--- config.mk ---
export PLATFORM = sky130hd
export DESIGN_NAME = two_key_max_heap_queue
export DESIGN_NICKNAME = d
export VERILOG_FILES = /design/src/rtl/tkhq_pkg.sv /design/src/rtl/two_key_max_heap_queue.sv
export SDC_FILE = /design/constraint.sdc
export NUM_CORES = 2
export LEC_CHECK = 0
export BUFFER_PORTS_ARGS = -buffer_cell sky130_fd_sc_hd__buf_2
export CORE_MARGIN = 1.5
export CORE_UTILIZATION = 40
export CTS_CLUSTER_SIZE = 25
export DETAILED_ROUTE_END_ITERATION = 16
export PLACE_DENSITY = 0.55
export SLEW_MARGIN = 10
export SYNTH_ARGS = -nofsm -noshare
export SYNTH_HDL_FRONTEND = slang
export SYNTH_SLANG_ARGS = --single-unit
--- constraint.sdc ---
create_clock -name clock -period 9.74 [get_ports clock]
set_input_delay 0.974 -clock clock [delete_from_list [all_inputs] [get_ports clock]]
set_output_delay 0.974 -clock clock [all_outputs]
set_load 0.02 [all_outputs]
--- src/rtl/tkhq_pkg.sv ---
// ----------------------------------------------------------------------------
// tkhq_pkg
// Types, codes and the ranking function for the two-key max-heap queue.
// ----------------------------------------------------------------------------
package tkhq_pkg;

   // default heap depth and capacity register reset value
   localparam int unsigned TKHQ_DEPTH     = 64;
   localparam logic [6:0]  TKHQ_CAP_RESET = 7'd64;

   // request kinds
   localparam logic KIND_INSERT = 1'b0;
   localparam logic KIND_REMOVE = 1'b1;

   // register index of the capacity register
   localparam logic CSR_CAPACITY = 1'b0;

   // result status codes
   typedef enum logic [1:0] {
      STAT_DONE  = 2'd0,
      STAT_FULL  = 2'd1,
      STAT_EMPTY = 2'd2
   } tkhq_status_type;

   // sequencer states
   typedef enum logic [2:0] {
      ST_IDLE,
      ST_UP_RD,
      ST_UP_CMP,
      ST_DN_LAST,
      ST_DN_RD,
      ST_DN_CMP,
      ST_RESP
   } tkhq_state_type;

   // one heap entry
   typedef struct packed {
      logic [7:0]  severity;
      logic [15:0] service_time;
      logic [15:0] tag;
   } tkhq_entry_type;

   // request payload
   typedef struct packed {
      logic        kind;
      logic [7:0]  severity;
      logic [15:0] service_time;
      logic [15:0] tag;
   } tkhq_req_type;

   // result payload
   typedef struct packed {
      logic [1:0]  status;
      logic        is_empty;
      logic [7:0]  top_severity;
      logic [15:0] top_time;
      logic [15:0] top_tag;
      logic [6:0]  entry_count;
   } tkhq_rsp_type;

   // a outranks b: higher severity, then smaller service time
   function automatic logic outranks(input tkhq_entry_type a, input tkhq_entry_type b);
      logic res;
      if (a.severity != b.severity) begin
         res = (a.severity > b.severity);
      end else begin
         res = (a.service_time < b.service_time);
      end
      return res;
   endfunction

endpackage

--- src/rtl/two_key_max_heap_queue.sv ---
// ----------------------------------------------------------------------------
// two_key_max_heap_queue
// Rejected steps and removal of the last entry go straight to the result;
// an insert climbs, reading and comparing one parent per level; other removes
// move the last entry to the root and descend, comparing children per level.
// One item at a time: a new request is taken only while busy is low.
// Reset clears count and control, sets capacity to 64; the store is not cleared.
// Results cannot be stalled; the strobe is high for one cycle per item.
// ----------------------------------------------------------------------------
module two_key_max_heap_queue #(
   parameter int unsigned DEPTH = tkhq_pkg::TKHQ_DEPTH
) (
   input  logic                  clock,
   input  logic                  reset,
   // command channel
   input  logic                  start,
   output logic                  busy,
   input  tkhq_pkg::tkhq_req_type req_data,
   // result channel
   output logic                  rsp_valid,
   output tkhq_pkg::tkhq_rsp_type rsp_data,
   // register port
   input  logic                  psel,
   input  logic                  penable,
   input  logic                  pwrite,
   input  logic [2:0]            paddr,
   input  logic [31:0]           pwdata,
   output logic [31:0]           prdata,
   output logic                  pready
);
   import tkhq_pkg::*;

   localparam int unsigned AW = (DEPTH > 1) ? $clog2(DEPTH) : 1;
   localparam int unsigned CW = $clog2(DEPTH + 1);
   localparam int unsigned LW = (CW > 7) ? CW : 7;

   // state
   tkhq_state_type  state_ff, state_in;
   logic [CW-1:0]   count_ff, count_in;
   logic [CW-1:0]   pos_ff, pos_in;
   tkhq_entry_type  move_ff, move_in;
   tkhq_entry_type  top_ff;
   tkhq_status_type status_ff, status_in;
   logic [6:0]      cap_ff;
   logic            rsp_valid_ff, rsp_valid_in;
   tkhq_rsp_type    rsp_data_ff, rsp_data_in;

   // heap memory and its ports
   tkhq_entry_type  heap_mem [DEPTH];
   tkhq_entry_type  rd_a_ff, rd_b_ff;
   logic [AW-1:0]   rd_a_addr, rd_b_addr, wr_addr;
   logic            wr_en;
   tkhq_entry_type  wr_data;

   // derived values
   logic [LW-1:0]   count_ext, cap_ext;
   logic            full;
   logic            csr_wr;
   tkhq_entry_type  req_entry;
   logic [CW-1:0]   pos_slot, par_pos, par_slot, last_slot;
   logic [CW:0]     left_pos, right_pos, count_wide;
   logic            left_ok, right_ok;
   logic            take_left, take_right;
   tkhq_entry_type  cand;

   assign count_ext  = LW'(count_ff);
   assign cap_ext    = LW'(cap_ff);
   assign full       = (count_ext >= cap_ext) || (count_ff >= CW'(DEPTH));
   assign req_entry  = '{severity: req_data.severity, service_time: req_data.service_time,
                         tag: req_data.tag};
   assign pos_slot   = pos_ff - CW'(1);
   assign par_pos    = {1'b0, pos_ff[CW-1:1]};
   assign par_slot   = par_pos - CW'(1);
   assign last_slot  = count_ff - CW'(1);
   assign left_pos   = {pos_ff, 1'b0};
   assign right_pos  = {pos_ff, 1'b1};
   assign count_wide = {1'b0, count_ff};
   assign left_ok    = (left_pos <= count_wide);
   assign right_ok   = (right_pos <= count_wide);

   // child selection for sift down, left wins a full tie
   assign take_left  = outranks(rd_a_ff, move_ff);
   assign cand       = take_left ? rd_a_ff : move_ff;
   assign take_right = right_ok && outranks(rd_b_ff, cand);

   // register port
   assign pready = 1'b1;
   assign csr_wr = psel && penable && pwrite && (paddr[2] == CSR_CAPACITY);
   assign prdata = (paddr[2] == CSR_CAPACITY) ? {25'd0, cap_ff} : 32'd0;

   assign busy      = (state_ff != ST_IDLE);
   assign rsp_valid = rsp_valid_ff;
   assign rsp_data  = rsp_data_ff;

   // state register and control
   always_ff @(posedge clock) begin
      if (reset) begin
         state_ff     <= ST_IDLE;
         count_ff     <= '0;
         cap_ff       <= TKHQ_CAP_RESET;
         rsp_valid_ff <= 1'b0;
      end else begin
         state_ff     <= state_in;
         count_ff     <= count_in;
         rsp_valid_ff <= rsp_valid_in;
         if (csr_wr) begin
            cap_ff <= pwdata[6:0];
         end
      end
   end

   // payload registers
   always_ff @(posedge clock) begin
      pos_ff      <= pos_in;
      move_ff     <= move_in;
      status_ff   <= status_in;
      rsp_data_ff <= rsp_data_in;
      if (wr_en && (wr_addr == '0)) begin
         top_ff <= wr_data;
      end
   end

   // heap memory, one write and two registered reads
   always_ff @(posedge clock) begin
      if (wr_en) begin
         heap_mem[wr_addr] <= wr_data;
      end
      rd_a_ff <= heap_mem[rd_a_addr];
      rd_b_ff <= heap_mem[rd_b_addr];
   end

   // sequencer: next state, memory accesses and result
   always_comb begin
      state_in     = state_ff;
      count_in     = count_ff;
      pos_in       = pos_ff;
      move_in      = move_ff;
      status_in    = status_ff;
      rsp_valid_in = 1'b0;
      rsp_data_in  = rsp_data_ff;
      rd_a_addr    = '0;
      rd_b_addr    = '0;
      wr_en        = 1'b0;
      wr_addr      = '0;
      wr_data      = move_ff;

      unique case (state_ff)
         ST_IDLE: begin
            if (start) begin
               status_in = STAT_DONE;
               if (req_data.kind == KIND_INSERT) begin
                  if (full) begin
                     status_in = STAT_FULL;
                     state_in  = ST_RESP;
                  end else begin
                     // new entry goes last and climbs
                     count_in = count_ff + CW'(1);
                     pos_in   = count_ff + CW'(1);
                     move_in  = req_entry;
                     state_in = ST_UP_RD;
                  end
               end else begin
                  if (count_ff == '0) begin
                     status_in = STAT_EMPTY;
                     state_in  = ST_RESP;
                  end else if (count_ff == CW'(1)) begin
                     count_in = '0;
                     state_in = ST_RESP;
                  end else begin
                     // fetch the last entry, it moves to the root
                     count_in  = count_ff - CW'(1);
                     pos_in    = CW'(1);
                     rd_a_addr = last_slot[AW-1:0];
                     state_in  = ST_DN_LAST;
                  end
               end
            end
         end

         ST_UP_RD: begin
            if (pos_ff == CW'(1)) begin
               wr_en    = 1'b1;
               wr_addr  = '0;
               wr_data  = move_ff;
               state_in = ST_RESP;
            end else begin
               rd_a_addr = par_slot[AW-1:0];
               state_in  = ST_UP_CMP;
            end
         end

         ST_UP_CMP: begin
            wr_en   = 1'b1;
            wr_addr = pos_slot[AW-1:0];
            if (outranks(move_ff, rd_a_ff)) begin
               // parent moves down, keep climbing
               wr_data  = rd_a_ff;
               pos_in   = par_pos;
               state_in = ST_UP_RD;
            end else begin
               wr_data  = move_ff;
               state_in = ST_RESP;
            end
         end

         ST_DN_LAST: begin
            move_in  = rd_a_ff;
            state_in = ST_DN_RD;
         end

         ST_DN_RD: begin
            if (!left_ok) begin
               wr_en    = 1'b1;
               wr_addr  = pos_slot[AW-1:0];
               wr_data  = move_ff;
               state_in = ST_RESP;
            end else begin
               rd_a_addr = pos_slot[AW-1:0] + pos_ff[AW-1:0];
               if (right_ok) begin
                  rd_b_addr = left_pos[AW-1:0];
               end
               state_in = ST_DN_CMP;
            end
         end

         ST_DN_CMP: begin
            wr_en   = 1'b1;
            wr_addr = pos_slot[AW-1:0];
            if (take_right) begin
               wr_data  = rd_b_ff;
               pos_in   = right_pos[CW-1:0];
               state_in = ST_DN_RD;
            end else if (take_left) begin
               wr_data  = rd_a_ff;
               pos_in   = left_pos[CW-1:0];
               state_in = ST_DN_RD;
            end else begin
               wr_data  = move_ff;
               state_in = ST_RESP;
            end
         end

         ST_RESP: begin
            rsp_valid_in             = 1'b1;
            rsp_data_in.status       = status_ff;
            rsp_data_in.is_empty     = (count_ff == '0);
            rsp_data_in.top_severity = (count_ff == '0) ? 8'd0 : top_ff.severity;
            rsp_data_in.top_time     = (count_ff == '0) ? 16'd0 : top_ff.service_time;
            rsp_data_in.top_tag      = (count_ff == '0) ? 16'd0 : top_ff.tag;
            rsp_data_in.entry_count  = count_ext[6:0];
            state_in                 = ST_IDLE;
         end

         default: begin
            state_in = ST_IDLE;
         end
      endcase
   end

endmodule
[Word-level counts from Yosys, hierarchy flattened]
Memory sizes are Yosys's and may differ from the RTL's. A register that Yosys moved wholly into a read port is not among the register bits.
Index checks and enable logic that the tools add are counted.
Word-level totals
  register bits: 157
  bits in latches: 0
  memory bits (writable): 2560
  memory bits (read-only): 0
  input port bits: 82
  output and inout bits: 85
  memories: 1
Cells by class
  $add $sub $neg: 5
  $mul: 0
  divide/modulo/power cells: 0
  order comparisons: 10
  eq/ne operators: 21
  shift-type cells: 0
  mux-type cells: 57
  bitwise logic cells: 1
  reduce and logical (&&, ||, !) cells: 17
Memories
  heap_mem: depth 64, bits a word 40, rd ports 2, clocked after Yosys merged registers in 2, wr ports 1, RTL line two_key_max_heap_queue.sv:49  | tkhq_entry_type heap_mem [DEPTH];
Operators by type and width (number)
  $mux 40: 6
  $pmux 40 s2: 2
  $mux 7: 12
  $mux 6: 10
  $lt 16x16->1: 3
  $gt 8x8->1: 3
  $ne 8x8->1: 3
  $mux 3: 7
  $pmux 7 s3: 1
  $pmux 3 s6: 1
  $pmux 6 s3: 1
  $le 8x7->1: 2
  $eq 7x1->1 const B: 2
  $ne 2x2->1 const B: 6
  $ne 3x3->1 const B: 4
  $pmux 6 s2: 1
  $sub 6x1->6 const B: 2
  $mux 1: 10
  $mux 2: 5
  $eq 3x3->1 const B: 3
  $reduce_and 4->1: 2
  $add 7x1->7 const B: 1
  $ge 7x7->1: 1
  $ge 7x7->1 const B: 1
  other kinds (16): 22

[Longest topological paths before layout]
  word-level depth: 8
  depth in mapped cells: 24
  gate-level depth less buffers: 20

[Worst setup path after synthesis]
No wires, ideal clock.
  kind: register to register
  start point: register move_ff[27] in the netlist's numbering
  end point: memory heap_mem[0][0] in the netlist's numbering (data pin)
  setup time: 0.709 ns
  arrival: 7.473 ns
  setup slack: 1.557 ns
  cell stages (with the launch flop): 20
  path buffers: 3
  period minus slack after synthesis: 8.183 ns
  cells stage by stage: edfxtp_1 > ha_1 > nand4_1 > or4_1 > o211ai_1 > o21ai_1 > nor2_1 > clkbuf_1 > buf_1 > mux2i_1 > ha_1 > a21oi_1 > a2bb2oi_1 > o211ai_1 > a31oi_1 > o211ai_1 > a31oi_1 > buf_2 > mux2i_1 > o21ai_0
RTL lines
  start, declared: RTL line two_key_max_heap_queue.sv:41  | tkhq_entry_type move_ff, move_in;
  start signal, assigned: RTL line two_key_max_heap_queue.sv:115  | move_ff <= move_in;
  end, declared: RTL line two_key_max_heap_queue.sv:49

==> impl_metrics.tcl <==
set metrics [dict create \
    design.core.area_um2 307000 \
    regToRegSetupSlack_ns 1.81 \
    port_buffers 113 \
    fin_cells 14400 \
    dp_cells 13800 \
    yosysUniqueCellTypes 80 \
    critPathMaxFanout 65 \
    report.power.total_mw 49.6 \
    synth_warnings 0 \
    fp.dieH_um 559 \
    clk_latency_ns 0.97 \
    whs_ns 0.281 \
    synth_top_area_share_pct 65.6 \
    postCtsResizedCells 0 \
    synth_seq_cells 2797 \
    worstHoldEndpoint "cap_ext[4]$_SDFFE_PP0P_" \
    hold_path.class "primary input to flip-flop" \
    grt_pass1_wl_mm 723 \
    finalWirelength_mm 533 \
    die_x_um 559 \
    ff2ff_path_depth 14 \
    antenna_found_initial 54 \
    placed_area_um2 130000 \
    fmax_mhz 126 \
    utilization_pct 45.5 \
    criticalPathCategory "flip-flop to flip-flop" \
    worst_setup_path_end_kind "flip-flop" \
    cts_setup_buffers 0 \
    cts_buffers 303 \
    crit_slowest_cell "o21ai_4" \
    cp.arrival_ns 8.43 \
    cts_num_sinks 2797 \
    grt_max_degree 132 \
    cp_data_required_time_ns 10.24 \
    fin_nets 10200 \
    pre_cts_slack_ns 2.05 \
    drtAntennaViolNets 0 \
    final_common_cell "edfxtp_1" \
    async_reset_ff_share_pct 0 \
    whs_path_depth 3 \
    wl_per_cell_um 37.1 \
    synth_enable_flop_cells 2699 \
    synth_top_area_cell "edfxtp_1" \
    crit_buf_inv 1 \
    clk_pin_slew_ns 0.06 \
    cpLargestDelayFamily "simple AND/OR/NAND/NOR gates" \
    synth_ff_type "edfxtp_1" \
    final_cell_mix "2,699 x edfxtp_1, 2,240 x nand2_1, 574 x nand3_1" \
    drt_pass1_iterations 8 \
    netlist_instances 10100 \
    vias_per_cell 6.62 \
    track_usage_pct 33.3 \
    skew_ns 0.0903 \
    powerDensity_nw_per_um2 356 \
    htreeDepth 5 \
    drc 0 \
    slowest_delay_ns 1.15 \
    rr_startpoint "move_ff[31]$_DFFE_PP_" \
    synth_area_per_cell_um2 12.2 \
    gp_congestion 0.924 \
    dp_hpwl_mm 293 \
    cap_violations 0 \
    hold_buffers 0 \
    hold_viol 0 \
    drive_above_1_share_pct 11.5 \
    leakage_nw 45.5 \
    synth_seq_area_share_pct 67.2 \
    drt_iter0_markers 16600 \
    setup_violations 0 \
    start_util_pct 40.3 \
    cts_tree "built" \
    run_status "finished, final reports clean" \
    finalCritPeriodShare_pct 81.4 \
    fill_cells 27700 \
    stdcell_area_um2 139000 \
    timing.rr.end "heap_mem[49][2]$_DFFE_PP_" \
    crit_chain "ha_1 -> nand4_1 -> or4_1 -> nor4_1 -> nor2_4 -> buf_4 -> mux2i_1 -> ha_1 -> nand4_1 -> or2_2 -> nor4_1 -> a31oi_4 -> o21ai_4 -> a221o_2" \
    ir_worst_vdd_mv 0.372 \
    area_growth_pct 12.9 \
    slew_violations 0 \
    num_rows 203 \
    clock_path_buffers 4 \
    ioPinCount 167 \
    max-slew-margin-rel_pct 5.59 \
    die-area_um2 312000 \
    period_needed_ns 7.93 \
    worstSetupStartpointType "flip-flop" \
    rsz0062_at_grt "no" \
    cts_root_buf "clkbuf_16" \
    tightest_slew_ns 1.41 \
    setup_slack_ns 1.81 \
    tns_ns 0 \
    grt_pass1_vias 88000 \
    synth_area_um2 124000 \
    synth.area.top_cells "edfxtp_1 66%, nand2_1 6.8%, nand3_1 2.4%, mux2i_1 2.2%, a21oi_1 1.9%" \
    min-delay-start "pwdata[4]" \
    grt-ovfl-total 0 \
    vias 95200 \
]
-- power breakdown --
part,switching [mW],total [mW],internal [mW]
Clock,4.99,11.5,6.49
Combinational,15.9,21.2,5.21
Sequential,0.505,17.0,16.5
-- Yosys cell counts, drive strengths merged (87+ instances only) --
cell and count:
a211oi 95, a21oi 468, a311oi 87, a31oi 206, a32oi 127, and2 112
buf 335, clkbuf 482, dfxtp 98, edfxtp 2699, mux2 175, mux2i 271
nand2 2243, nand3 582, nor2 326, nor3 195, o211ai 134, o21ai 301
o311ai 165, or3 131
-- tightest hold or removal path: cells and delay by family --
kind / cells / cell delay [ns]
buffers and inverters: 1 / 0.07
muxes: 1 / 0.05
and+or+nand+nor: 1 / 0.07
-- cell families (layout without fill, tap and decap cells) --
kind of cell             after synthesis  count (layout)  share of synthesized area [%]
XOR/XNOR                              19              19                          0.135
AO/OA/AOI/OAI                       2046            2046                           11.4
AND/OR/NAND/NOR                     3834            3834                           13.5
other                                  2              46                        0.00608
multiplexers                         458             458                           4.01
flip-flops                          2797            2797                           67.2
buffers and inverters                867            1004                           3.02
adder cells (fa/ha/maj)               72              72                          0.729
-- metal layers --
layer	vias to the layer above	part of all wire (%)	global-route usage, %
met1	47900	38	45.4
met3	1455	14	9.85
li1	38100	-	-
met5	-	0.039	0
met2	7604	42	47.9
met4	32	5.8	17.6
-- registers in the layout, summed over array words and instances, names as in the netlist --
| register | cells |
|---|---|
| cap_ext | 7 |
| count_ext | 7 |
| heap_mem | 2560 |
| move_ff | 40 |
| pos_ff | 7 |
| rd_a_ff | 40 |
| rd_b_ff | 40 |
| rsp_data | 50 |
| rsp_valid | 1 |
| state_ff | 3 |
| status_ff | 2 |
| top_ff | 40 |
-- worst max path at each step --
| stage | startpoint | to | slack (ns) | depth (start not counted) |
|---|---|---|---|---|
| after CTS | move_ff[31]$_DFFE_PP_ | heap_mem[61][33]$_DFFE_PP_ | 1.98 | 14 |
| after global routing | move_ff[31]$_DFFE_PP_ | heap_mem[14][2]$_DFFE_PP_ | 1.67 | 14 |
| final | move_ff[31]$_DFFE_PP_ | heap_mem[49][2]$_DFFE_PP_ | 1.81 | 14 |
| after detailed placement | move_ff[31]$_DFFE_PP_ | heap_mem[7][33]$_DFFE_PP_ | 2.05 | 14 |
| after floorplan | move_ff[27]$_DFFE_PP_ | heap_mem[0][0]$_DFFE_PP_ | 1.56 | 19 |
| after global placement | rd_a_ff[31]$_DFF_P_ | heap_mem[11][34]$_DFFE_PP_ | 2.07 | 15 |
-- cell type report --
type | instances | area, µm² | area share [%]
multi-input combinational | 6455 | 38000 | 27.2
tap | 4100 | 5130 | 3.68
clock buffer | 410 | 8300 | 5.95
sequential | 2797 | 83000 | 59.6
timing repair buffer | 410 | 3430 | 2.46
antenna | 20 | 50.0 | 0.0359
inverter | 50 | 188 | 0.135
clock inverter | 134 | 1330 | 0.954
No activity file was read; power rests on OpenSTA's default activity.
